[config.mk]
export PLATFORM = sky130hd
export DESIGN_NAME = sliding_median_filter_flat
export DESIGN_NICKNAME = d
export VERILOG_FILES = /design/src/rtl/smf_pkg.sv /design/src/rtl/smf_in_if.sv /design/src/rtl/smf_out_if.sv /design/src/rtl/smf_ctrl.sv /design/src/rtl/smf_datapath.sv /design/src/rtl/sliding_median_filter.sv /design/src/flat_wrapper.sv
export VERILOG_INCLUDE_DIRS = /design/src /design/src/rtl
export SDC_FILE = /design/constraint.sdc
export NUM_CORES = 1
export LEC_CHECK = 0
export BUFFER_PORTS_ARGS = -buffer_cell sky130_fd_sc_hd__buf_2
export CAP_MARGIN = 20
export CORE_ASPECT_RATIO = 2
export CORE_MARGIN = 3
export CORE_UTILIZATION = 49
export DETAILED_ROUTE_END_ITERATION = 8
export GPL_ROUTABILITY_DRIVEN = 0
export PLACE_DENSITY = 0.7
export SKIP_LAST_GASP = 1
export SYNTH_ARGS = -nofsm -noshare
export SYNTH_HDL_FRONTEND = slang
export SYNTH_HIERARCHICAL = 1
export SYNTH_SLANG_ARGS = --single-unit
[constraint.sdc]
create_clock -name i_clk -period 11.9 [get_ports i_clk]
set_input_delay 2.38 -clock i_clk [delete_from_list [all_inputs] [get_ports i_clk]]
set_output_delay 2.38 -clock i_clk [all_outputs]
set_load 0.005 [all_outputs]
[src/rtl/sliding_median_filter_assert.svh]
// Assertion macros shared by the sliding median filter modules.
`ifndef SLIDING_MEDIAN_FILTER_ASSERT_SVH
`define SLIDING_MEDIAN_FILTER_ASSERT_SVH
`ifndef SYNTHESIS
`define SMF_ASSERT_NOW(label, clk, rst_n, ante, cons) \
    label: assert property (@(posedge clk) disable iff (!rst_n) (ante) |-> (cons)) \
        else $error("smf check failed");
`define SMF_ASSERT_NEXT(label, clk, rst_n, ante, cons) \
    label: assert property (@(posedge clk) disable iff (!rst_n) (ante) |=> (cons)) \
        else $error("smf check failed");
`else
`define SMF_ASSERT_NOW(label, clk, rst_n, ante, cons)
`define SMF_ASSERT_NEXT(label, clk, rst_n, ante, cons)
`endif
`endif

[src/rtl/smf_pkg.sv]
// Shared constants and controller/datapath signal types of the median filter.
`timescale 1ns / 1ps
`default_nettype none
package smf_pkg;

    localparam int MAX_WINDOW_DEF  = 16;
    localparam int SAMPLE_BITS_DEF = 16;

    localparam int CFG_DATA_W = 32;
    localparam int CFG_ADDR_W = 2;
    localparam int WIN_CFG_W  = 5;

    localparam logic [CFG_ADDR_W-1:0] ADDR_WINDOW_SIZE  = 2'd0;
    localparam logic [WIN_CFG_W-1:0]  WINDOW_SIZE_RESET = 5'd3;

    typedef struct packed {
        logic load;
        logic scan;
        logic emit;
        logic finish;
    } t_ctrl_cmd;

    typedef struct packed {
        logic need_median;
        logic scan_done;
        logic out_room;
        logic no_out;
        logic last_out;
    } t_dp_status;

endpackage
`default_nettype wire

[src/rtl/smf_in_if.sv]
// Input stream channel: one sample and its end-of-signal flag per transfer.
`timescale 1ns / 1ps
`default_nettype none
interface smf_in_if #(
    parameter int SAMPLE_BITS = 16
);
    logic                          valid;
    logic                          ready;
    logic signed [SAMPLE_BITS-1:0] sample;
    logic                          end_of_signal;

    modport source (output valid, output sample, output end_of_signal, input ready);
    modport sink   (input valid, input sample, input end_of_signal, output ready);
endinterface
`default_nettype wire

[src/rtl/smf_out_if.sv]
// Output stream channel: one filtered sample and its flags per transfer.
`timescale 1ns / 1ps
`default_nettype none
interface smf_out_if #(
    parameter int SAMPLE_BITS = 16
);
    logic                          valid;
    logic                          ready;
    logic signed [SAMPLE_BITS-1:0] filtered;
    logic                          passed_raw;
    logic                          last_of_run;

    modport source (output valid, output filtered, output passed_raw, output last_of_run,
                    input ready);
    modport sink   (input valid, input filtered, input passed_raw, input last_of_run,
                    output ready);
endinterface
`default_nettype wire

[src/rtl/smf_ctrl.sv]
// Sequencer of the median filter: accept, rank scan, result emission.
`timescale 1ns / 1ps
`default_nettype none
`include "sliding_median_filter_assert.svh"
module smf_ctrl
    import smf_pkg::*;
(
    input  wire logic       i_clk,
    input  wire logic       i_rst_n,
    input  wire logic       i_in_valid,
    output logic            o_in_ready,
    input  wire t_dp_status i_status,
    output t_ctrl_cmd       o_cmd
);

    localparam logic [1:0] ST_IDLE = 2'd0;
    localparam logic [1:0] ST_PREP = 2'd1;
    localparam logic [1:0] ST_SCAN = 2'd2;
    localparam logic [1:0] ST_EMIT = 2'd3;

    logic [1:0] r_state;
    logic [1:0] n_state;

    assign o_in_ready = (r_state == ST_IDLE);

    always_comb begin
        n_state = r_state;
        o_cmd   = '0;
        case (r_state)
            ST_IDLE: begin
                if (i_in_valid) begin
                    o_cmd.load = 1'b1;
                    n_state    = ST_PREP;
                end
            end
            ST_PREP: begin
                if (i_status.no_out) begin
                    o_cmd.finish = 1'b1;
                    n_state      = ST_IDLE;
                end else if (i_status.need_median) begin
                    n_state = ST_SCAN;
                end else begin
                    n_state = ST_EMIT;
                end
            end
            ST_SCAN: begin
                o_cmd.scan = 1'b1;
                if (i_status.scan_done) begin
                    n_state = ST_EMIT;
                end
            end
            ST_EMIT: begin
                if (i_status.out_room) begin
                    o_cmd.emit = 1'b1;
                    if (i_status.last_out) begin
                        o_cmd.finish = 1'b1;
                        n_state      = ST_IDLE;
                    end
                end
            end
            default: begin
                n_state = ST_IDLE;
            end
        endcase
    end

    always_ff @(posedge i_clk) begin
        if (!i_rst_n) begin
            r_state <= ST_IDLE;
        end else begin
            r_state <= n_state;
        end
    end

    `SMF_ASSERT_NEXT(a_load_to_prep, i_clk, i_rst_n, o_cmd.load, r_state == ST_PREP)
    `SMF_ASSERT_NOW(a_emit_has_room, i_clk, i_rst_n, o_cmd.emit, i_status.out_room)
    `SMF_ASSERT_NEXT(a_finish_to_idle, i_clk, i_rst_n, o_cmd.finish, r_state == ST_IDLE)

endmodule
`default_nettype wire

[src/rtl/smf_datapath.sv]
// Datapath of the median filter: delay line, counts, rank scan, output register.
`timescale 1ns / 1ps
`default_nettype none
`include "sliding_median_filter_assert.svh"
module smf_datapath
    import smf_pkg::*;
#(
    parameter int MAX_WINDOW  = MAX_WINDOW_DEF,
    parameter int SAMPLE_BITS = SAMPLE_BITS_DEF
) (
    input  wire logic                          i_clk,
    input  wire logic                          i_rst_n,
    input  wire t_ctrl_cmd                     i_cmd,
    output t_dp_status                         o_status,
    input  wire logic [WIN_CFG_W-1:0]          i_window_size,
    input  wire logic signed [SAMPLE_BITS-1:0] i_sample,
    input  wire logic                          i_end_of_signal,
    output logic                               o_out_valid,
    input  wire logic                          i_out_ready,
    output logic signed [SAMPLE_BITS-1:0]      o_filtered,
    output logic                               o_passed_raw,
    output logic                               o_last_of_run
);

    localparam int LINE_DEPTH = MAX_WINDOW + 1;
    localparam int SEEN_CAP   = MAX_WINDOW + 1;
    localparam int CNT_W      = $clog2(MAX_WINDOW + 1);
    localparam int SEEN_W     = $clog2(MAX_WINDOW + 2);
    localparam int RANK_W     = $clog2(LINE_DEPTH + 1);

    logic signed [SAMPLE_BITS-1:0] r_line [LINE_DEPTH];
    logic [SEEN_W-1:0]             r_seen;
    logic [CNT_W-1:0]              r_eb;
    logic                          r_last;
    logic [CNT_W-1:0]              r_pos;
    logic [CNT_W-1:0]              r_remain;
    logic [CNT_W-1:0]              r_scan_idx;
    logic                          r_cand_valid;
    logic signed [SAMPLE_BITS-1:0] r_cand;
    logic [CNT_W-1:0]              r_cand_pos;
    logic signed [SAMPLE_BITS-1:0] r_med_lo;
    logic signed [SAMPLE_BITS-1:0] r_med_hi;
    logic                          r_out_valid;
    logic signed [SAMPLE_BITS-1:0] r_filtered;
    logic                          r_passed_raw;
    logic                          r_last_of_run;

    logic [CNT_W-1:0]              w;
    logic [CNT_W-1:0]              h;
    logic                          odd;
    logic [CNT_W-1:0]              first;
    logic [CNT_W:0]                win_end;
    logic                          seen_ok;
    logic [SEEN_W-1:0]             seen_inc;
    logic [CNT_W-1:0]              eb_inc;
    logic [CNT_W-1:0]              stop;
    logic [CNT_W-1:0]              rd_idx;
    logic signed [SAMPLE_BITS-1:0] rd_val;
    logic [LINE_DEPTH-1:0]         less;
    logic [RANK_W-1:0]             rank;
    logic [RANK_W-1:0]             hi_rank;
    logic [RANK_W-1:0]             lo_rank;
    logic signed [SAMPLE_BITS:0]   sum;
    logic signed [SAMPLE_BITS:0]   sum_sh;
    logic signed [SAMPLE_BITS-1:0] median;
    logic                          filt;

    always_comb begin
        if (i_window_size == '0) begin
            w = CNT_W'(1);
        end else if (int'(i_window_size) > MAX_WINDOW) begin
            w = CNT_W'(MAX_WINDOW);
        end else begin
            w = CNT_W'(i_window_size);
        end
    end

    assign h        = w >> 1;
    assign odd      = w[0];
    assign first    = odd ? '0 : CNT_W'(1);
    assign win_end  = {1'b0, w} + (CNT_W + 1)'(first);
    assign seen_ok  = (CNT_W + 1)'(r_seen) >= {h, 1'b1};
    assign seen_inc = (r_seen < SEEN_W'(SEEN_CAP)) ? r_seen + SEEN_W'(1) : r_seen;
    assign eb_inc   = (r_eb < CNT_W'(MAX_WINDOW)) ? r_eb + CNT_W'(1) : r_eb;
    assign stop     = i_end_of_signal ? '0 : h;

    assign rd_idx = i_cmd.scan ? first + r_scan_idx : r_pos;
    assign rd_val = (int'(rd_idx) < LINE_DEPTH) ? r_line[rd_idx] : '0;

    always_comb begin
        for (int p = 0; p < LINE_DEPTH; p++) begin
            less[p] = ((CNT_W + 1)'(p) >= (CNT_W + 1)'(first))
                   && ((CNT_W + 1)'(p) < win_end)
                   && ((r_line[p] < r_cand)
                       || ((r_line[p] == r_cand) && (CNT_W'(p) < r_cand_pos)));
        end
    end

    assign rank    = RANK_W'($countones(less));
    assign hi_rank = RANK_W'(h);
    assign lo_rank = RANK_W'(h) - RANK_W'(1);

    assign sum    = $signed({r_med_lo[SAMPLE_BITS-1], r_med_lo})
                  + $signed({r_med_hi[SAMPLE_BITS-1], r_med_hi});
    assign sum_sh = sum >>> 1;
    assign median = odd ? r_med_hi : sum_sh[SAMPLE_BITS-1:0];
    assign filt   = (r_pos == h) && seen_ok;

    assign o_status.need_median = seen_ok;
    assign o_status.scan_done   = (r_scan_idx == w) && !r_cand_valid;
    assign o_status.out_room    = !r_out_valid || i_out_ready;
    assign o_status.no_out      = (r_remain == '0);
    assign o_status.last_out    = (r_remain == CNT_W'(1));

    // delay line, newest at position 0
    always_ff @(posedge i_clk) begin
        if (i_cmd.load) begin
            r_line[0] <= i_sample;
            for (int p = 1; p < LINE_DEPTH; p++) begin
                r_line[p] <= r_line[p-1];
            end
        end
    end

    always_ff @(posedge i_clk) begin
        if (!i_rst_n) begin
            r_seen       <= '0;
            r_eb         <= '0;
            r_last       <= 1'b0;
            r_pos        <= '0;
            r_remain     <= '0;
            r_scan_idx   <= '0;
            r_cand_valid <= 1'b0;
        end else begin
            if (i_cmd.load) begin
                r_seen       <= seen_inc;
                r_eb         <= eb_inc;
                r_last       <= i_end_of_signal;
                r_pos        <= eb_inc - CNT_W'(1);
                r_remain     <= (eb_inc > stop) ? eb_inc - stop : '0;
                r_scan_idx   <= '0;
                r_cand_valid <= 1'b0;
            end else begin
                if (i_cmd.scan) begin
                    if (r_scan_idx < w) begin
                        r_scan_idx   <= r_scan_idx + CNT_W'(1);
                        r_cand_valid <= 1'b1;
                    end else begin
                        r_cand_valid <= 1'b0;
                    end
                end
                if (i_cmd.emit) begin
                    r_pos    <= r_pos - CNT_W'(1);
                    r_remain <= r_remain - CNT_W'(1);
                end
                if (i_cmd.finish) begin
                    if (r_last) begin
                        r_seen <= '0;
                        r_eb   <= '0;
                    end else if (r_eb > h) begin
                        r_eb <= h;
                    end
                end
            end
        end
    end

    // rank scan: load a candidate, then count the window entries that sort below it
    always_ff @(posedge i_clk) begin
        if (i_cmd.scan && (r_scan_idx < w)) begin
            r_cand     <= rd_val;
            r_cand_pos <= rd_idx;
        end
        if (r_cand_valid) begin
            if (rank == hi_rank) begin
                r_med_hi <= r_cand;
            end
            if (!odd && (rank == lo_rank)) begin
                r_med_lo <= r_cand;
            end
        end
    end

    always_ff @(posedge i_clk) begin
        if (!i_rst_n) begin
            r_out_valid <= 1'b0;
        end else if (i_cmd.emit) begin
            r_out_valid <= 1'b1;
        end else if (i_out_ready) begin
            r_out_valid <= 1'b0;
        end
    end

    always_ff @(posedge i_clk) begin
        if (i_cmd.emit) begin
            r_filtered    <= filt ? median : rd_val;
            r_passed_raw  <= !filt;
            r_last_of_run <= (r_remain == CNT_W'(1));
        end
    end

    assign o_out_valid   = r_out_valid;
    assign o_filtered    = r_filtered;
    assign o_passed_raw  = r_passed_raw;
    assign o_last_of_run = r_last_of_run;

    `SMF_ASSERT_NOW(a_emit_pending, i_clk, i_rst_n, i_cmd.emit, r_remain != '0)
    `SMF_ASSERT_NOW(a_cand_after_issue, i_clk, i_rst_n, r_cand_valid, r_scan_idx != '0)
    `SMF_ASSERT_NEXT(a_end_clears, i_clk, i_rst_n, i_cmd.finish && r_last, (r_seen == '0) && (r_eb == '0))

endmodule
`default_nettype wire

[src/rtl/sliding_median_filter.sv]
// Top level of the sliding median filter: register port, sequencer and datapath.
//
//  channel   direction  transfer when            payload
//  i_in      in         i_in.valid & ready       sample, end_of_signal
//  o_out     out        o_out.valid & ready      filtered, passed_raw, last_of_run
//  apb       in         psel & penable & pwrite  window_size at byte address 0
//
// One item at a time: an item is loaded, then rank-scanned when its window is full
// enough for a median, then its results are emitted one by one; the rank scan tests
// one window entry per cycle against all others.
// Synchronous active-low reset clears the counts and the sequencer and sets the window size to 3.
// A stalled output holds its register; emission waits, input stays closed until done.
`timescale 1ns / 1ps
`default_nettype none
module sliding_median_filter
    import smf_pkg::*;
#(
    parameter int MAX_WINDOW  = MAX_WINDOW_DEF,
    parameter int SAMPLE_BITS = SAMPLE_BITS_DEF
) (
    input  wire logic                  i_clk,
    input  wire logic                  i_rst_n,
    input  wire logic                  psel,
    input  wire logic                  penable,
    input  wire logic                  pwrite,
    input  wire logic [CFG_ADDR_W-1:0] paddr,
    input  wire logic [CFG_DATA_W-1:0] pwdata,
    output logic [CFG_DATA_W-1:0]      prdata,
    output logic                       pready,
    smf_in_if.sink                     i_in,
    smf_out_if.source                  o_out
);

    logic [WIN_CFG_W-1:0] r_window_size;
    t_ctrl_cmd            cmd;
    t_dp_status           status;
    logic                 in_ready;

    assign pready = 1'b1;
    assign prdata = (paddr == ADDR_WINDOW_SIZE) ? CFG_DATA_W'(r_window_size) : '0;

    always_ff @(posedge i_clk) begin
        if (!i_rst_n) begin
            r_window_size <= WINDOW_SIZE_RESET;
        end else if (psel && penable && pwrite && pready && (paddr == ADDR_WINDOW_SIZE)) begin
            r_window_size <= pwdata[WIN_CFG_W-1:0];
        end
    end

    assign i_in.ready = in_ready;

    smf_ctrl u_ctrl (
        .i_clk      (i_clk),
        .i_rst_n    (i_rst_n),
        .i_in_valid (i_in.valid),
        .o_in_ready (in_ready),
        .i_status   (status),
        .o_cmd      (cmd)
    );

    smf_datapath #(
        .MAX_WINDOW  (MAX_WINDOW),
        .SAMPLE_BITS (SAMPLE_BITS)
    ) u_datapath (
        .i_clk           (i_clk),
        .i_rst_n         (i_rst_n),
        .i_cmd           (cmd),
        .o_status        (status),
        .i_window_size   (r_window_size),
        .i_sample        (i_in.sample),
        .i_end_of_signal (i_in.end_of_signal),
        .o_out_valid     (o_out.valid),
        .i_out_ready     (o_out.ready),
        .o_filtered      (o_out.filtered),
        .o_passed_raw    (o_out.passed_raw),
        .o_last_of_run   (o_out.last_of_run)
    );

endmodule
`default_nettype wire
[src/flat_wrapper.sv]
// flat-port wrapper written by rule: the top's interface ports become plain ports
module sliding_median_filter_flat import smf_pkg::*;
#(
    parameter int MAX_WINDOW  = MAX_WINDOW_DEF,
    parameter int SAMPLE_BITS = SAMPLE_BITS_DEF
)
  (i_clk, i_rst_n, psel, penable, pwrite, paddr, pwdata, prdata, pready, i_in_valid, i_in_sample, i_in_end_of_signal, i_in_ready, o_out_valid, o_out_filtered, o_out_passed_raw, o_out_last_of_run, o_out_ready);
  smf_in_if #(.SAMPLE_BITS(SAMPLE_BITS)) i_in_i ();
  smf_out_if #(.SAMPLE_BITS(SAMPLE_BITS)) o_out_i ();
  input  wire logic i_clk;
  input  wire logic i_rst_n;
  input  wire logic psel;
  input  wire logic penable;
  input  wire logic pwrite;
  input  wire logic [CFG_ADDR_W-1:0] paddr;
  input  wire logic [CFG_DATA_W-1:0] pwdata;
  output logic [CFG_DATA_W-1:0] prdata;
  output logic pready;
  input wire logic [$bits(i_in_i.valid)-1:0] i_in_valid;
  input wire logic [$bits(i_in_i.sample)-1:0] i_in_sample;
  input wire logic [$bits(i_in_i.end_of_signal)-1:0] i_in_end_of_signal;
  output wire logic [$bits(i_in_i.ready)-1:0] i_in_ready;
  output wire logic [$bits(o_out_i.valid)-1:0] o_out_valid;
  output wire logic [$bits(o_out_i.filtered)-1:0] o_out_filtered;
  output wire logic [$bits(o_out_i.passed_raw)-1:0] o_out_passed_raw;
  output wire logic [$bits(o_out_i.last_of_run)-1:0] o_out_last_of_run;
  input wire logic [$bits(o_out_i.ready)-1:0] o_out_ready;
  assign i_in_i.valid = i_in_valid;
  assign i_in_i.sample = i_in_sample;
  assign i_in_i.end_of_signal = i_in_end_of_signal;
  assign i_in_ready = i_in_i.ready;
  assign o_out_valid = o_out_i.valid;
  assign o_out_filtered = o_out_i.filtered;
  assign o_out_passed_raw = o_out_i.passed_raw;
  assign o_out_last_of_run = o_out_i.last_of_run;
  assign o_out_i.ready = o_out_ready;
  sliding_median_filter #(.MAX_WINDOW(MAX_WINDOW), .SAMPLE_BITS(SAMPLE_BITS)) u_core (.i_clk(i_clk), .i_rst_n(i_rst_n), .psel(psel), .penable(penable), .pwrite(pwrite), .paddr(paddr), .pwdata(pwdata), .prdata(prdata), .pready(pready), .i_in(i_in_i), .o_out(o_out_i));
endmodule
==> results of run 1 <==
[worst max path at each step]
stage	slack (ns)	from	endpoint	cells past startpoint
after global routing	3.12	u_core/u_datapath/r_cand[12]$_DFFE_PP_	u_core/u_datapath/r_med_lo[8]$_DFFE_PP_	20
final	3.21	u_core/u_datapath/r_cand[9]$_DFFE_PP_	u_core/u_datapath/r_med_lo[8]$_DFFE_PP_	19
after CTS	3.73	u_core/u_datapath/r_cand[13]$_DFFE_PP_	u_core/u_datapath/r_med_lo[8]$_DFFE_PP_	19
after floorplan	1.58	i_in_valid	u_core/u_datapath/r_pos[4]$_SDFFE_PN0P_	7
after global placement	3.89	u_core/u_datapath/r_cand[13]$_DFFE_PP_	u_core/u_datapath/r_med_lo[1]$_DFFE_PP_	19
after detailed placement	3.76	u_core/u_datapath/r_cand[12]$_DFFE_PP_	u_core/u_datapath/r_med_lo[0]$_DFFE_PP_	19
[cell usage after synthesis, types with 15 or more instances]
master    instances
edfxtp_1        343
ha_1            318
a21oi_1         275
nand2_1         149
o21ai_0         126
inv_1           114
o211ai_1         94
a21o_1           78
nor2_1           73
a211oi_1         64
nand4_1          55
clkbuf_1         53
a31oi_1          47
buf_2            47
nor2b_1          42
nor3_1           42
buf_4            38
a22oi_1          35
dfxtp_1          35
nand2b_1         33
nand3_1          33
o21a_1           27
or2_2            22
xor2_1           22
a32oi_1          21
o22ai_1          18
a41oi_1          15
[cell type report]
type	count	area (sq um)	area share [%]
clock buffers	50	985	3.61
clock inverters	14	189	0.692
inverters	117	440	1.61
multi-input cells	1811	13300	48.7
flip-flops and latches	378	11000	40.3
well taps	654	818	3.00
repair buffers	91	558	2.04
[routing by layer]
metal  up-vias  global-route usage [%]  part of all wire (%)
li1       9376                       -                     -
met1     10300                    30.6                    31
met2      1325                    53.3                    50
met3       440                    3.90                   7.5
met4         0                    27.9                    11
met5         -                       0                     0
[power groups by stage]
stage	Sequential, mW	Combinational [mW]	Clock, mW
2_1_floorplan	2.18	2.02	0
3_3_place_gp	2.25	2.82	0
3_5_place_dp	2.27	2.93	0
4_1_cts	2.25	2.95	1.24
5_1_grt	2.29	3.28	1.28
6_report	2.27	3.05	1.22
[sequential cells by signal, summed over array words and instances (netlist names), 5 cells and up, named ones only]
name / flops
u_core/r_window_size: 5
u_core/u_datapath/o_filtered: 16
u_core/u_datapath/r_cand: 16
u_core/u_datapath/r_cand_pos: 5
u_core/u_datapath/r_eb: 5
u_core/u_datapath/r_line: 272
u_core/u_datapath/r_med_hi: 16
u_core/u_datapath/r_med_lo: 16
u_core/u_datapath/r_pos: 5
u_core/u_datapath/r_remain: 5
u_core/u_datapath/r_scan_idx: 5
u_core/u_datapath/r_seen: 5
[worst max-delay path: cells and delay by family, from the launching register on]
| family | cells | cell delay, ns |
|---|---|---|
| AOI/OAI and AO/OA | 5 | 1.40 |
| DFF | 1 | 0.42 |
| and+or+nand+nor | 4 | 2.26 |
| buffers and inverters | 3 | 0.76 |
| adders and majority gates | 7 | 3.42 |
[cell families (layout without fill, tap and decap cells)]
logic type	count (synthesis)	in the layout	synth area share (%)
adder cells (fa/ha/maj)	331	331	16.7
multiplexers	20	20	0.920
AND/OR/NAND/NOR	512	512	10.4
flip-flops	378	378	43.3
XOR/XNOR	35	35	1.21
other	2	28	0.0295
AO/OA/AOI/OAI	885	885	22.6
buffers and inverters	268	272	4.90
==> results.txt, run 1 <==
post-route cell area: 27300 sq um
Post-Place Worst Slack: 3.76 ns
Worst slew margin: 14.5%
Post-Layout Cell Count: 3115
Mapped Cells: 2431
Root Buffer: clkbuf_16
PD cells: 239 nW/um^2
leakage power: 10.8 nW
GRT Util Overall: 30.2%
HPWL after detailed placement: 59400 um
final wirelength: 85500 um
grt ovf: 0
worst setup margin: 3.21 ns
R2R setup slack: 3.21 ns
WL/cell: 27.5 um
Peak supply drop: 0.323 mV
reg2reg start: u_core/u_datapath/r_cand[9]$_DFFE_PP_
Yosys cell types: 87
setup bufs post-CTS: 0
Starting Density: 49.8%
# port buffers: 55
Synth Flop Type: edfxtp_1
share of cells above drive strength 1: 7.96%
Critical Path RT: 12.06 ns
Slew Limit Fails: 0
maxcap violations: 0
Hold Vio Cnt, Final: 0
Worst Hold Depth: 0
Routed Antenna Nets: 0
DR vias/cell: 6.88
Synth warnings: 6
DRT iter0 DRCs: 2504
Worst-Skew Late Latency: 0.56 ns
number of primary I/O pins: 111
fmax: 115 MHz
commonest non-fill, non-tap cell in the layout: edfxtp_1
vias in the first global route: 21.6k
Crit Path Max Fanout: 17
DRC Markers: 0
Gate power share: 46.7%
status: complete, no violations
count of final setup violators: 0
synthesized area: 25400 sq um
HP Start: u_core/u_datapath/r_line[6][0]$_DFFE_PP_
clk sink count: 378
Seq cells post-synth: 378
worst-margin pin slew: 1.28 ns
unrepaired setup endpoints after global routing: no
H-tree depth: 2
clock network power share: 18.7%
Sequential Power Share: 34.7%
largest net degree at the start of global routing: 185
Die Height: 328 um
async set-reset flop share out of synthesis: 0%
most used cell, CP: fa_1
switching fraction of total power: 43.8%
Synth area leader: edfxtp_1
Switch Pwr: 2.86 mW
Post-CTS Hold Fix Bufs: 0
startpoint types: flop
CTS buffer count: 37
top cell type's share of synthesized area: 40.5%
first-pass GRT wire length: 126000 um
clk buf depth: 3
Hold Crit Class: flop to flop
CP max stage delay: 0.90 ns
number of flops mapped to enable cells by yosys: 343
setup TNS: 0 ns
PostCTS Resize Cnt: 0
drt pass-1 iters: 6
FILL cells: 4411
clk slew on worst S/H paths: 0.06 ns
crit-path cells: inv_1, ha_1, nand4_1, nor3_1, o21ai_0, nand4_1, o32ai_1, fa_1, fa_1, fa_1, inv_1, fa_1, inv_1, fa_1, fa_1, o211ai_1, o211ai_1, o21ai_0, and3_1
WP data arrival: 8.85 ns
Clock Skews: 0.0219 ns
period utilization: 73.0%
Core Area: 51100 sq um
Via Count: 21.4k
most frequent cells in the layout: edfxtp_1 (343), ha_1 (316), a21oi_1 (275)
top cells by area, synth: edfxtp_1 (41%), ha_1 (16%), a21oi_1 (5.4%)
hold slack: 0.451 ns
syn_area_per_cell: 10.5 sq um
initial antenna violation count: 1
CP max stage cell: and3_1
CP endpoint kind: flop
die area: 54800 sq um
Final Total Pwr: 6.53 mW
RR Endpoint: u_core/u_datapath/r_med_lo[8]$_DFFE_PP_
Pint: 3.67 mW
Hold EP: u_core/u_datapath/r_line[7][0]$_DFFE_PP_
Min Clock Period, post-route: 8.69 ns
CP Class: flop to flop
row cnt: 117
ANT cells: 0
placed inst area: 26100 sq um
Chip Width: 167 um
FF-to-FF path depth: 19
Placed Cells: 3050
Util after Layout: 53.4%
area grow syn2layout: 7.43%
layout net count: 2825
post-synthesis sequential area ratio: 43.3%
TritonCTS clock tree: yes
(Power assumes the default switching activity.)
==> run 2: changes to the inputs <==
==> constraint.sdc (replaced) <==
create_clock -name i_clk -period 8.6 [get_ports i_clk]
set_input_delay 1.72 -clock i_clk [delete_from_list [all_inputs] [get_ports i_clk]]
set_output_delay 1.72 -clock i_clk [all_outputs]
set_load 0.005 [all_outputs]
==> results.txt, run 2 (synthesis gave the netlist of run 1 again) <==
Post-Place Worst Slack: 1.33 ns
CP max stage delay: 0.79 ns
largest net degree at the start of global routing: 80
count of final setup violators: 0
Biggest register: u_core/u_datapath/r_line
R2R setup slack: 1.14 ns
most frequent cells in the layout: edfxtp_1 (343), ha_1 (316), a21oi_1 (275)
leakage power: 10.9 nW
Chip Width: 167 um
CP Class: flop to flop
WL/cell: 28.2 um
unrepaired setup endpoints after global routing: no
Root Buffer: clkbuf_16
Crit Path Max Fanout: 16
row cnt: 117
grt ovf: 0
startpoint types: flop
clk slew on worst S/H paths: 0.07 ns
status: complete, but fails checks
Die Height: 328 um
Core Area: 51100 sq um
GRT Util Overall: 31.2%
FF-to-FF path depth: 21
first-pass GRT wire length: 131000 um
reg2reg start: u_core/u_datapath/r_cand[2]$_DFFE_PP_
RR Endpoint: u_core/u_datapath/r_med_lo[13]$_DFFE_PP_
CP max stage cell: o21ai_0
Peak supply drop: 0.274 mV
clk sink count: 378
worst setup path endpoint: u_core/u_datapath/r_med_lo[13]$_DFFE_PP_
initial antenna violation count: 1
failing checks: design-rule violations
H-tree depth: 2
Critical Path RT: 8.83 ns
number of primary I/O pins: 111
Via Count: 21.8k
Hold Vio Cnt, Final: 0
Slew Limit Fails: 0
crit-path cells: inv_1, buf_4, ha_1, nand2_1, o21ai_0, a221oi_1, a2bb2oi_1, a21oi_1, fa_1, fa_1, fa_1, inv_1, fa_1, inv_1, fa_1, fa_1, o211ai_1, o211ai_1, o21ai_0, and3_1, buf_4
layout net count: 2840
HP Start: u_core/u_datapath/r_line[2][0]$_DFFE_PP_
setup TNS: 0 ns
area grow syn2layout: 8.04%
HPWL after detailed placement: 62200 um
cell family with most CP delay: adder cells
fmax: 134 MHz
drt pass-1 iters: 9
commonest non-fill, non-tap cell in the layout: edfxtp_1
Worst-Skew Late Latency: 0.57 ns
worst-margin pin slew: 1.18 ns
# port buffers: 55
CP endpoint kind: flop
max FFs per register: 272
worst setup margin: 1.14 ns
post-route cell area: 27500 sq um
placed inst area: 26200 sq um
most used cell, CP: fa_1
vias in the first global route: 22.0k
worst path buffer plus inverter count: 5
TritonCTS clock tree: yes
DRC Markers: 1
Routed Antenna Nets: 0
Clock Skews: 0.0268 ns
setup bufs post-CTS: 0
Starting Density: 49.8%
Util after Layout: 53.8%
maxcap violations: 0
PostCTS Resize Cnt: 0
PD cells: 334 nW/um^2
clk buf depth: 3
ANT cells: 0
Post-CTS Hold Fix Bufs: 0
DRT iter0 DRCs: 2377
DR vias/cell: 6.97
Critical Path Stages: 21
WP data arrival: 7.69 ns
period utilization: 86.7%
final wirelength: 88200 um
Worst Setup SP: u_core/u_datapath/r_cand[2]$_DFFE_PP_
share of cells above drive strength 1: 8.88%
CTS buffer count: 37
Hold Crit Class: flop to flop
Worst slew margin: 20.2%
Min Clock Period, post-route: 7.46 ns
die area: 54800 sq um
==> run 2: changes by cell type in the layout (fill, tap and decap cells not counted), moves of 2 or more <==
| cell | before | now |
|---|---|---|
| clkinvlp_4 | 0 | 3 |
| clkinv_2 | 5 | 8 |
| clkinv_4 | 0 | 2 |
| buf_4 | 34 | 49 |
| inv_6 | 0 | 2 |
| clkbuf_1 | 12 | 4 |
==> run 2: cell type report <==
class / instances / area (sq um)
clock buffer: 41 / 941
fill: 4442 / 23600
clock inverter: 25 / 292
sequential: 378 / 11000
multi-input combinational: 1811 / 13300
timing repair buffer: 106 / 661
tap: 654 / 818
inverter: 117 / 440
==> run 2: stage by stage <==
| step | std cells | power, mW | hold slack (ns) |
|---|---|---|---|
| detailed placement | 3065 | 7.26 | 0.435 |
| global route | 3132 | 9.59 | 0.459 |
| global placement | 3064 | 7.07 | 0.435 |
| finish | 3132 | 9.16 | 0.448 |
| CTS | 3131 | 9.00 | 0.447 |
| floorplan | 2457 | 5.77 | 0.426 |
==> run 2: worst min path at each step <==
| stage | end | slack (ns) | depth (start not counted) |
|---|---|---|---|
| finish | u_core/u_datapath/r_line[3][0]$_DFFE_PP_ | 0.45 | 0 |
| global route | u_core/u_datapath/r_line[3][0]$_DFFE_PP_ | 0.46 | 0 |
| CTS | u_core/u_datapath/r_line[7][0]$_DFFE_PP_ | 0.45 | 0 |
| detailed placement | u_core/u_datapath/r_line[11][0]$_DFFE_PP_ | 0.43 | 0 |
| global placement | u_core/u_datapath/r_line[3][0]$_DFFE_PP_ | 0.44 | 0 |
| floorplan | u_core/u_datapath/r_line[11][0]$_DFFE_PP_ | 0.43 | 0 |
==> run 2: where the power goes <==
part | switching, mW | internal, mW | total (mW)
Sequential | 0.469 | 2.67 | 3.14
Combinational | 2.81 | 1.47 | 4.29
Clock | 0.760 | 0.976 | 1.74
Total | 4.04 | 5.12 | 9.16
==> run 2: metal layers <==
metal	global-route usage, %	share of wire (%)	up-vias
li1	-	-	9409
met1	31.6	31	10500
met2	53.7	49	1430
met3	4.97	8.2	487
met4	30.0	12	0
met5	0	0	-
